===== src/hw/rtl/bfpf8_pkg.sv =====
// Shared types and constants of the binary frame parser with 8-bit Fletcher checksum.
package bfpf8_pkg;

  localparam logic [7:0] SyncFirst  = 8'hB5;
  localparam logic [7:0] SyncSecond = 8'h62;
  localparam logic [7:0] TextStart  = 8'h24;
  localparam logic [7:0] LineFeed   = 8'h0A;

  localparam logic [15:0] MaxLenReset = 16'd1024;

  typedef enum logic [3:0] {
    PhHunt    = 4'd0,
    PhSkip    = 4'd1,
    PhSync2   = 4'd2,
    PhClass   = 4'd3,
    PhId      = 4'd4,
    PhLenLo   = 4'd5,
    PhLenHi   = 4'd6,
    PhPayload = 4'd7,
    PhCkA     = 4'd8,
    PhCkB     = 4'd9
  } phase_e;

  typedef enum logic [1:0] {
    KindPayload = 2'd0,
    KindOk      = 2'd1,
    KindBad     = 2'd2
  } kind_e;

  typedef struct packed {
    kind_e       kind;
    logic [7:0]  msg_class;
    logic [7:0]  msg_id;
    logic [15:0] payload_length;
    logic [7:0]  data_byte;
    logic [15:0] byte_index;
  } result_t;

endpackage


===== src/hw/rtl/bfpf8_front.sv =====
// Front end: frame state machine that classifies each received byte into a result word or none.
module bfpf8_front (
  input  logic              clk_i,
  input  logic              rst_ni,
  input  logic              accept_i,
  input  logic [7:0]        rx_byte_i,
  input  logic [15:0]       max_len_i,
  output logic              res_valid_o,
  output bfpf8_pkg::result_t res_o
);

  bfpf8_pkg::phase_e phase_q, phase_d;
  logic [7:0]  class_q, class_d;
  logic [7:0]  id_q, id_d;
  logic [7:0]  len_lo_q, len_lo_d;
  logic [15:0] len_q, len_d;
  logic [15:0] seen_q, seen_d;
  logic [7:0]  sum_a_q, sum_a_d;
  logic [7:0]  sum_b_q, sum_b_d;

  logic [7:0]  acc_a;
  logic [7:0]  acc_b;
  logic [7:0]  new_a;
  logic [15:0] new_len;
  logic [15:0] seen_inc;
  logic        emit;
  bfpf8_pkg::kind_e kind;
  logic [7:0]  data;
  logic [15:0] index;

  always_comb begin
    // Running sums start from zero on the class byte.
    acc_a = (phase_q == bfpf8_pkg::PhClass) ? 8'd0 : sum_a_q;
    acc_b = (phase_q == bfpf8_pkg::PhClass) ? 8'd0 : sum_b_q;
    new_a = acc_a + rx_byte_i;
  end

  assign new_len  = {rx_byte_i, len_lo_q};
  assign seen_inc = seen_q + 16'd1;

  always_comb begin
    phase_d  = phase_q;
    class_d  = class_q;
    id_d     = id_q;
    len_lo_d = len_lo_q;
    len_d    = len_q;
    seen_d   = seen_q;
    sum_a_d  = sum_a_q;
    sum_b_d  = sum_b_q;
    emit     = 1'b0;
    kind     = bfpf8_pkg::KindPayload;
    data     = 8'd0;
    index    = 16'd0;
    case (phase_q)
      bfpf8_pkg::PhSkip: begin
        if (rx_byte_i == bfpf8_pkg::LineFeed) begin
          phase_d = bfpf8_pkg::PhHunt;
        end
      end
      bfpf8_pkg::PhSync2: begin
        if (rx_byte_i == bfpf8_pkg::SyncSecond) begin
          phase_d = bfpf8_pkg::PhClass;
        end else begin
          phase_d = (rx_byte_i == bfpf8_pkg::SyncFirst) ? bfpf8_pkg::PhSync2
                                                        : bfpf8_pkg::PhHunt;
        end
      end
      bfpf8_pkg::PhClass: begin
        class_d = rx_byte_i;
        sum_a_d = new_a;
        sum_b_d = acc_b + new_a;
        phase_d = bfpf8_pkg::PhId;
      end
      bfpf8_pkg::PhId: begin
        id_d    = rx_byte_i;
        sum_a_d = new_a;
        sum_b_d = acc_b + new_a;
        phase_d = bfpf8_pkg::PhLenLo;
      end
      bfpf8_pkg::PhLenLo: begin
        len_lo_d = rx_byte_i;
        sum_a_d  = new_a;
        sum_b_d  = acc_b + new_a;
        phase_d  = bfpf8_pkg::PhLenHi;
      end
      bfpf8_pkg::PhLenHi: begin
        sum_a_d = new_a;
        sum_b_d = acc_b + new_a;
        len_d   = new_len;
        seen_d  = 16'd0;
        if (new_len > max_len_i) begin
          // Oversized frame: the low length byte becomes the new sync candidate.
          phase_d = (len_lo_q == bfpf8_pkg::SyncFirst) ? bfpf8_pkg::PhSync2
                                                       : bfpf8_pkg::PhHunt;
        end else if (new_len == 16'd0) begin
          phase_d = bfpf8_pkg::PhCkA;
        end else begin
          phase_d = bfpf8_pkg::PhPayload;
        end
      end
      bfpf8_pkg::PhPayload: begin
        sum_a_d = new_a;
        sum_b_d = acc_b + new_a;
        seen_d  = seen_inc;
        if (seen_inc >= len_q) begin
          phase_d = bfpf8_pkg::PhCkA;
        end
        emit  = 1'b1;
        kind  = bfpf8_pkg::KindPayload;
        data  = rx_byte_i;
        index = seen_q;
      end
      bfpf8_pkg::PhCkA: begin
        if (rx_byte_i != sum_a_q) begin
          phase_d = (rx_byte_i == bfpf8_pkg::SyncFirst) ? bfpf8_pkg::PhSync2
                                                        : bfpf8_pkg::PhHunt;
          emit    = 1'b1;
          kind    = bfpf8_pkg::KindBad;
        end else begin
          phase_d = bfpf8_pkg::PhCkB;
        end
      end
      bfpf8_pkg::PhCkB: begin
        emit = 1'b1;
        if (rx_byte_i != sum_b_q) begin
          phase_d = (rx_byte_i == bfpf8_pkg::SyncFirst) ? bfpf8_pkg::PhSync2
                                                        : bfpf8_pkg::PhHunt;
          kind    = bfpf8_pkg::KindBad;
        end else begin
          phase_d = bfpf8_pkg::PhHunt;
          kind    = bfpf8_pkg::KindOk;
        end
      end
      default: begin
        if (rx_byte_i == bfpf8_pkg::TextStart) begin
          phase_d = bfpf8_pkg::PhSkip;
        end else begin
          phase_d = (rx_byte_i == bfpf8_pkg::SyncFirst) ? bfpf8_pkg::PhSync2
                                                        : bfpf8_pkg::PhHunt;
        end
      end
    endcase
  end

  always_ff @(posedge clk_i or negedge rst_ni) begin
    if (!rst_ni) begin
      phase_q  <= bfpf8_pkg::PhHunt;
      class_q  <= 8'd0;
      id_q     <= 8'd0;
      len_lo_q <= 8'd0;
      len_q    <= 16'd0;
      seen_q   <= 16'd0;
      sum_a_q  <= 8'd0;
      sum_b_q  <= 8'd0;
    end else if (accept_i) begin
      phase_q  <= phase_d;
      class_q  <= class_d;
      id_q     <= id_d;
      len_lo_q <= len_lo_d;
      len_q    <= len_d;
      seen_q   <= seen_d;
      sum_a_q  <= sum_a_d;
      sum_b_q  <= sum_b_d;
    end
  end

  // The frame fields come from the registered state, as the class and length
  // registers never change on a byte that emits a result.
  assign res_valid_o          = accept_i && emit;
  assign res_o.kind           = kind;
  assign res_o.msg_class      = class_q;
  assign res_o.msg_id         = id_q;
  assign res_o.payload_length = len_q;
  assign res_o.data_byte      = data;
  assign res_o.byte_index     = index;

endmodule


===== src/hw/rtl/bfpf8_queue.sv =====
// Result queue between the parser and the result port, with a registered head word.
module bfpf8_queue #(
  parameter int unsigned Depth = 4
) (
  input  logic               clk_i,
  input  logic               rst_ni,
  input  logic               wr_en_i,
  input  bfpf8_pkg::result_t wr_data_i,
  input  logic               rd_en_i,
  output bfpf8_pkg::result_t rd_data_o,
  output logic               full_o,
  output logic               empty_o
);

  localparam int unsigned PtrW = (Depth > 1) ? $clog2(Depth) : 1;
  localparam int unsigned CntW = $clog2(Depth + 1);

  bfpf8_pkg::result_t mem_q [Depth];
  bfpf8_pkg::result_t head_q;
  logic               head_valid_q, head_valid_d;
  logic [PtrW-1:0]    wr_ptr_q, wr_ptr_d;
  logic [PtrW-1:0]    rd_ptr_q, rd_ptr_d;
  logic [CntW-1:0]    cnt_q, cnt_d;

  logic load;
  logic from_mem;
  logic bypass;
  logic to_mem;

  always_comb begin
    load     = !head_valid_q || rd_en_i;
    from_mem = load && (cnt_q != '0);
    bypass   = load && (cnt_q == '0) && wr_en_i;
    to_mem   = wr_en_i && !bypass;

    cnt_d = cnt_q;
    if (to_mem && !from_mem) begin
      cnt_d = cnt_q + CntW'(1);
    end else if (from_mem && !to_mem) begin
      cnt_d = cnt_q - CntW'(1);
    end

    wr_ptr_d = wr_ptr_q;
    if (to_mem) begin
      wr_ptr_d = (wr_ptr_q == PtrW'(Depth - 1)) ? '0 : wr_ptr_q + PtrW'(1);
    end
    rd_ptr_d = rd_ptr_q;
    if (from_mem) begin
      rd_ptr_d = (rd_ptr_q == PtrW'(Depth - 1)) ? '0 : rd_ptr_q + PtrW'(1);
    end

    head_valid_d = head_valid_q;
    if (load) begin
      head_valid_d = from_mem || bypass;
    end
  end

  always_ff @(posedge clk_i or negedge rst_ni) begin
    if (!rst_ni) begin
      head_valid_q <= 1'b0;
      wr_ptr_q     <= '0;
      rd_ptr_q     <= '0;
      cnt_q        <= '0;
    end else begin
      head_valid_q <= head_valid_d;
      wr_ptr_q     <= wr_ptr_d;
      rd_ptr_q     <= rd_ptr_d;
      cnt_q        <= cnt_d;
    end
  end

  always_ff @(posedge clk_i) begin
    if (to_mem) begin
      mem_q[wr_ptr_q] <= wr_data_i;
    end
    if (from_mem) begin
      head_q <= mem_q[rd_ptr_q];
    end else if (bypass) begin
      head_q <= wr_data_i;
    end
  end

  assign rd_data_o = head_q;
  assign empty_o   = !head_valid_q;
  assign full_o    = (cnt_q == CntW'(Depth));

endmodule


===== src/hw/rtl/binary_frame_parser_fletcher8_core.sv =====
// Top level of the receive-side binary frame parser with 8-bit Fletcher checksum.
// The block takes one received byte per word on the push side and hunts for the
// sync pair 0xB5 0x62, skipping text lines that start with '$' while hunting. It
// then reads class, id, a little-endian length and the payload, handing each
// payload byte out as a result word, and closes the frame with a checksum-ok or
// checksum-bad word. Frames longer than the max_payload_length register are
// dropped silently. A front parser handles each byte as it is accepted and
// pushes at most one result word into a queue of QueueDepth words plus a
// registered head word, so the input side sustains one byte per clock as long as
// the result side pops; full rises only when the queue has QueueDepth words
// waiting behind the head word. Results reach the output ports from the
// registered head word of the queue. The configuration channel is always ready;
// write the register only while the block is idle.
module binary_frame_parser_fletcher8_core #(
  parameter int unsigned QueueDepth = 4
) (
  input  logic        clk_i,
  input  logic        rst_ni,
  // Input byte channel.
  input  logic        push,
  output logic        full,
  input  logic [7:0]  rx_byte_i,
  // Result channel.
  output logic        empty,
  input  logic        pop,
  output logic [1:0]  kind_o,
  output logic [7:0]  msg_class_o,
  output logic [7:0]  msg_id_o,
  output logic [15:0] payload_length_o,
  output logic [7:0]  data_byte_o,
  output logic [15:0] byte_index_o,
  // Configuration channel for max_payload_length.
  input  logic        cfg_valid_i,
  output logic        cfg_ready_o,
  input  logic [15:0] cfg_data_i
);

  logic [15:0]        max_len_q;
  logic               in_accept;
  logic               res_valid;
  bfpf8_pkg::result_t res;
  bfpf8_pkg::result_t head;

  // The configuration register resets to the default limit of 1024 bytes.
  assign cfg_ready_o = 1'b1;

  always_ff @(posedge clk_i or negedge rst_ni) begin
    if (!rst_ni) begin
      max_len_q <= bfpf8_pkg::MaxLenReset;
    end else if (cfg_valid_i && cfg_ready_o) begin
      max_len_q <= cfg_data_i;
    end
  end

  assign in_accept = push && !full;

  bfpf8_front u_front (
    .clk_i       (clk_i),
    .rst_ni      (rst_ni),
    .accept_i    (in_accept),
    .rx_byte_i   (rx_byte_i),
    .max_len_i   (max_len_q),
    .res_valid_o (res_valid),
    .res_o       (res)
  );

  // The queue decouples the parser from a stalled result consumer.
  bfpf8_queue #(
    .Depth (QueueDepth)
  ) u_queue (
    .clk_i     (clk_i),
    .rst_ni    (rst_ni),
    .wr_en_i   (res_valid),
    .wr_data_i (res),
    .rd_en_i   (pop && !empty),
    .rd_data_o (head),
    .full_o    (full),
    .empty_o   (empty)
  );

  assign kind_o           = head.kind;
  assign msg_class_o      = head.msg_class;
  assign msg_id_o         = head.msg_id;
  assign payload_length_o = head.payload_length;
  assign data_byte_o      = head.data_byte;
  assign byte_index_o     = head.byte_index;

endmodule


===== config.mk =====
export PLATFORM = sky130hd
export DESIGN_NAME = binary_frame_parser_fletcher8_core
export DESIGN_NICKNAME = d
export VERILOG_FILES = /design/src/hw/rtl/bfpf8_pkg.sv /design/src/hw/rtl/bfpf8_front.sv /design/src/hw/rtl/bfpf8_queue.sv /design/src/hw/rtl/binary_frame_parser_fletcher8_core.sv
export SDC_FILE = /design/constraint.sdc
export NUM_CORES = 1
export LEC_CHECK = 0
export BUFFER_PORTS_ARGS = -buffer_cell sky130_fd_sc_hd__buf_2
export CAP_MARGIN = 20
export CORE_UTILIZATION = 45
export CTS_CLUSTER_DIAMETER = 120
export DETAILED_ROUTE_END_ITERATION = 10
export GPL_ROUTABILITY_DRIVEN = 0
export PLACE_DENSITY_LB_ADDON = 0.1
export SYNTH_ARGS = -nofsm -noshare
export SYNTH_HDL_FRONTEND = slang
export SYNTH_HIERARCHICAL = 1
export SYNTH_SLANG_ARGS = --single-unit

===== constraint.sdc =====
create_clock -name clk_i -period 9.1 [get_ports clk_i]
set_input_delay 0.455 -clock clk_i [delete_from_list [all_inputs] [get_ports clk_i]]
set_output_delay 0.455 -clock clk_i [all_outputs]
set_load 0.01 [all_outputs]

After elaboration in Yosys (flattened, before gate mapping)
Memory sizes are Yosys's and may differ from the RTL's.
Cells that the tools add are included.
Storage, ports and cells
  bits in registers: 158
  bits in writable memories: 232
  output and inout bits: 61
  word-level logic and storage cells: 110
  memories kept: 1
Operators by class
  $add $sub $neg: 7
  order comparisons: 2
  eq/ne operators: 21
  mux-type cells: 29
  reductions and logical operators: 31
Memories
  u_queue.mem_q: words 4, width 58, read ports 1, clocked after Yosys merged registers in 0, write ports 1, line bfpf8_queue.sv:18  | bfpf8_pkg::result_t mem_q [Depth];
Operators with widths (count)
  58-bit 2-to-1 mux: 2
  4-bit one-hot mux with 9 select lines: 1
  4-bit 2-to-1 mux: 8
  16-bit one-hot mux with 2 select lines: 1
  8-bit 2-to-1 mux: 3
  16-bit by 1-bit adder with 16-bit output (second input constant): 1
  8-bit adder: 2
  4-bit by 3-bit == test with 1-bit output (second input constant): 4
  8-bit == test (second input constant): 2
  16-bit >= comparator: 1
  16-bit > comparator: 1
  16-bit zero test: 1
  16-bit 2-to-1 mux: 1
  8-bit inequality test: 2
  2-bit 2-to-1 mux: 6
  2-bit AND reduction: 6
  1-bit logical AND: 9
  4-bit by 2-bit == test with 1-bit output (second input constant): 2
  4-bit == test (second input constant): 2
  8-bit by 4-bit == test with 1-bit output (second input constant): 1
  8-bit by 6-bit == test with 1-bit output (second input constant): 1
  8-bit by 7-bit == test with 1-bit output (second input constant): 1
  3-bit 2-to-1 mux: 2
  2-bit nonzero test: 3
  17 further kinds: 27

Depth between registers and ports, before layout
  word-level depth: 11
  depth in mapped cells: 19

By module
Netlist, hierarchy kept.
Modules (own cells, without submodules)
  bfpf8_queue: instances 1, cells each 478, area each 11393.4 um^2, sequential area each 8908.5 um^2
  bfpf8_front: instances 1, cells each 587, area each 5247.5 um^2, sequential area each 1901.8 um^2
  binary_frame_parser_fletcher8_core: instances 1, cells each 38, area each 674.4 um^2, sequential area each 401.6 um^2

Least setup slack after synthesis
No wires, ideal clock.
  kind: register -> register
  from: register u_front.phase_q[3]
  to: register u_queue.head_q, in the netlist u_queue/rd_data_o[0], enable pin
  arrival time: 4.065 ns
  required time: 8.626 ns
  setup slack: 4.561 ns
  stages on the path, launching flop included: 9
  period minus slack after synthesis: 4.539 ns
  cell sequence: dfrtp_1 > buf_2 > nor2b_1 > and3_1 > buf_2 > o31a_1 > clkbuf_1 > nor2_1 > nor2_1
On the way
  cells in the longest elaborated chain, start to end: 6
Ends and longest elaborated chain
  start, declared: line bfpf8_front.sv:12  | bfpf8_pkg::phase_e phase_q, phase_d;
  start signal, assigned: line bfpf8_front.sv:147  | phase_q <= bfpf8_pkg::PhHunt;
  start signal, assigned: line bfpf8_front.sv:156  | phase_q <= phase_d;
  4-bit by 3-bit == test with 1-bit output / 4-bit == test (equally long branches): line bfpf8_front.sv:54  | case (phase_q)
  2-bit OR reduction (no source line)
  1-bit one-hot mux with 2 select lines (*): line bfpf8_front.sv:54
  1-bit logical AND (*): line bfpf8_front.sv:169  | assign res_valid_o = accept_i && emit;
  net res_valid: line binary_frame_parser_fletcher8_core.sv:40  | logic res_valid;
  1-bit logical AND (*): line bfpf8_queue.sv:33  | bypass = load && (cnt_q == '0) && wr_en_i;
  2-bit nonzero test (no source line) (*)
  end signal, assigned: line bfpf8_queue.sv:77  | head_q <= mem_q[rd_ptr_q];
  end signal, assigned: line bfpf8_queue.sv:79  | head_q <= wr_data_i;
  end, declared: line bfpf8_queue.sv:19  | bfpf8_pkg::result_t head_q;
The timed path passes the listed nets; every way through them passes the cells marked *.
A chain may end at the register's enable or synchronous reset.

Worst setup path in the final report
  from: register u_front.phase_q[1]
  to: register u_front.sum_b_q[7]
On the way
  cells in the longest elaborated chain, start to end: 4
Ends and longest elaborated chain
  4-bit by 2-bit == test with 1-bit output: line bfpf8_front.sv:33  | acc_a = (phase_q == bfpf8_pkg::PhClass) ? 8'd0 : sum_a_q;
  8-bit 2-to-1 mux: line bfpf8_front.sv:33
  8-bit adder: line bfpf8_front.sv:35  | new_a = acc_a + rx_byte_i;
  net u_front.new_a[4]: line bfpf8_front.sv:23  | logic [7:0] new_a;
  8-bit adder
  end signal, assigned: line bfpf8_front.sv:163  | sum_b_q <= sum_b_d;
  end, declared: line bfpf8_front.sv:19  | logic [7:0] sum_b_q, sum_b_d;
The timed path passes the listed nets, and every way through them passes these cells.

==> results.ini <==
[place]
dpl_worst_slack_ns = 5.25
io_buffers = 88
hpwlAfterDp_um = 21500

[grt]
grt_pass1_wl_um = 56600
grt_pass1_vias = 9697
grt_max_degree = 64
grt_use_total = 0.193
antenna_found_initial = 0
grt_overflow = 0

[sta]
relSlewSlack = 0.327
setup-violations-final = 0
fmax_mhz = 257
worst_slack_ns = 5.21
rsz0062_at_grt = false
timing.final.crit_period_ns = 3.89
clock_skew_ns = 0.0270
period_share = 0.428
slew_violations = 0
fin_tns_setup_ns = 0
hold_viol_final = 0
worst_pin_slew_ns = 0.984

[setup_path]
required_ns = 9.56
worstSetupEndpointType = flip-flop
critPathKind = flip-flop to flip-flop
cp.arrival_ns = 4.35
crit_path_start_kind = flip-flop
cp-startpoint = u_front/phase_q[1]$_DFFE_PN0P_
reg2reg_from = u_front/phase_q[1]$_DFFE_PN0P_
critPathMaxFanout = 18

[power_and_ir_drop]
powerDensity_nw_per_um2 = 326
ir_drop_mv = 0.178
power.leakage_nw = 7.57

[detailed_routing]
vias = 9293
ant_nets = 0
avgViaCountPerCell = 5.33
wl_per_cell_um = 20.6
drtIter0Drc = 575
wl_um = 35800
drc_errors = 0
drt_pre_antenna_iters = 6

[yosys]
synth_ff_type = edfxtp_1
synthesis.area_sq_um = 17300
synth_cell_type_count = 62
synth_top_area_cell = edfxtp_1
ys_seq_elements = 390
synth-async-reset-ratio = 0.256
synth_top_area_share = 0.503
synth.area.top_cells = edfxtp_1, dfrtp_1, mux4_2
synth_cells = 1103
yosys_warnings = 6
synth.net_count = 1187
synth_enable_flop_cells = 290
synth-seq-area-share = 0.648
syn-mean-instance-area_sq_um = 15.7

[clock_network]
clk_pin_slew_ns = 0.06
htreeDepth = 2
cts_root_buffer = clkbuf_16
clk_latency_ns = 0.57
postCtsResizedCells = 0
cts_tree = done
clock_sinks = 390
postCtsSetupBuffers = 0
cts_buffers = 44
clockBufferDepth = 3

[finish]
antenna_cells = 0
drive_gt1_frac = 0.276
fin_util = 0.521
area_growth_pct = 13.7
nets = 1279
fill_cells = 3190
mostFrequentLayoutCells = edfxtp_1, dfrtp_1, buf_2
seqCellArea_sq_um = 11200
layout_commonest_cell = edfxtp_1
multi_input_area_sq_um = 5640

[floorplan]
core_area_sq_um = 37800
initial_core_util = 0.459
die_y_um = 198
pin_count = 90
core.rowCount = 71
die_width_um = 198
die_area_sq_um = 39300

[min_path]
min-delay-start = cfg_data_i[5]
hp-class = primary input to flip-flop

[flow_run]
maxCapViolCount = 0

[run_status]
status = complete, no violations

==> Yosys cell counts (5+ instances only) <==
library cell and count:
xnor2_1 32, nand2b_1 7, and2_1 31, a21o_1 7, ha_1 52, nor4_1 6, and4_1 5, mux4_2 58
a21oi_1 23, mux2_2 81, nor2b_1 20, and3_1 9, nand2_1 64, nand4_1 10, nor3_1 8, mux2_4 23
inv_1 43, o21ai_0 50, xor2_1 13, nor2_1 46, nand3_1 12, buf_2 15, buf_6 9, edfxtp_1 290
clkbuf_1 27, dfrtp_1 99
==> worst max-delay path: stages, from the launching register on <==
cell and delay, ns:
dfrtp_1 0.56, and4bb_2 0.56, nor2b_1 0.09, ha_1 0.22
fa_1 0.41, a21o_1 0.17, a21oi_1 0.22, xnor2_1 0.19
ha_1 0.26, inv_1 0.11, nor2_1 0.06, o31a_1 0.11
o41ai_1 0.31, xnor2_1 0.21, a21oi_1 0.11, a211oi_1 0.17
==> layer usage <==
metal	global-route usage	routed length (um)
met1	0.268	16400
met2	0.311	17400
met3	0.0307	1430
met4	0.0672	610
met5	0	0
==> worst paths after layout <==
check | cells after the start | slack [ns] | to
setup / recovery | 15 | 5.21 | u_front/sum_b_q[7]$_DFFE_PN0P_
hold / removal | 2 | 0.11 | max_len_q[5]$_DFFE_PN0P_
setup reg to reg | 15 | 5.21 | u_front/sum_b_q[7]$_DFFE_PN0P_
hold reg to reg | 1 | 0.51 | max_len_q[12]$_DFFE_PN0P_
max in group asynchronous | 3 | 7.36 | u_queue/rd_ptr_q[0]$_DFFE_PN0P_
min in group asynchronous | 2 | 0.41 | u_front/sum_a_q[1]$_DFFE_PN0P_
==> timing repair <==
action                                 4_1_cts  5_1_grt
hold buffers                                 1        0
endpoints found under the hold margin       36        0
setup endpoints to repair                    0        0
==> kinds of logic after synthesis <==
group / count (synthesis) / share of synthesized area
AO/OA/AOI/OAI: 119 / 0.0432
XOR/XNOR: 45 / 0.0228
adder cells (fa/ha/maj): 55 / 0.0410
buffers and inverters: 98 / 0.0278
flip-flops: 390 / 0.648
multiplexers: 162 / 0.148
other: 1 / 0.000217
AND/OR/NAND/NOR: 233 / 0.0694
==> stage by stage <==
step	hold WS, ns	total power, mW	instance area [sq um]	instances
6_report	0.113	6.42	19700	1742
3_5_place_dp	0.468	4.69	18200	1659
3_3_place_gp	0.467	4.67	18200	1659
4_1_cts	0.0794	6.52	19700	1742
2_1_floorplan	0.159	4.16	17300	1103
5_1_grt	0.100	6.81	19700	1742
==> registers in the layout, summed over array words and instances, names as in the netlist, 4 cells and up <==
name and cells:
max_len_q 16, u_front/len_lo_q 8, u_front/seen_q 16, u_front/id_q 8
u_front/sum_b_q 8, u_front/sum_a_q 8, u_front/phase_q 4, u_queue/rd_data_o 58
u_front/class_q 8, u_front/len_q 16, u_queue/mem_q 232
==> final cells by class <==
class                   instances  share of cell area
well taps                     511              0.0325
clock buffers                  64              0.0639
repair buffers                101              0.0276
inverters                      43             0.00820
multi-input cells             615               0.286
flip-flops and latches        390               0.570
clock inverters                18              0.0116
==> power by group <==
part           internal [mW]  total, mW  leakage (nW)  switching (mW)
Clock                   1.10       1.80         0.716           0.697
Sequential              2.46       2.76          3.87           0.300
Combinational          0.911       1.86          2.98           0.946
Note: power is estimated with default switching activity, not from simulation.
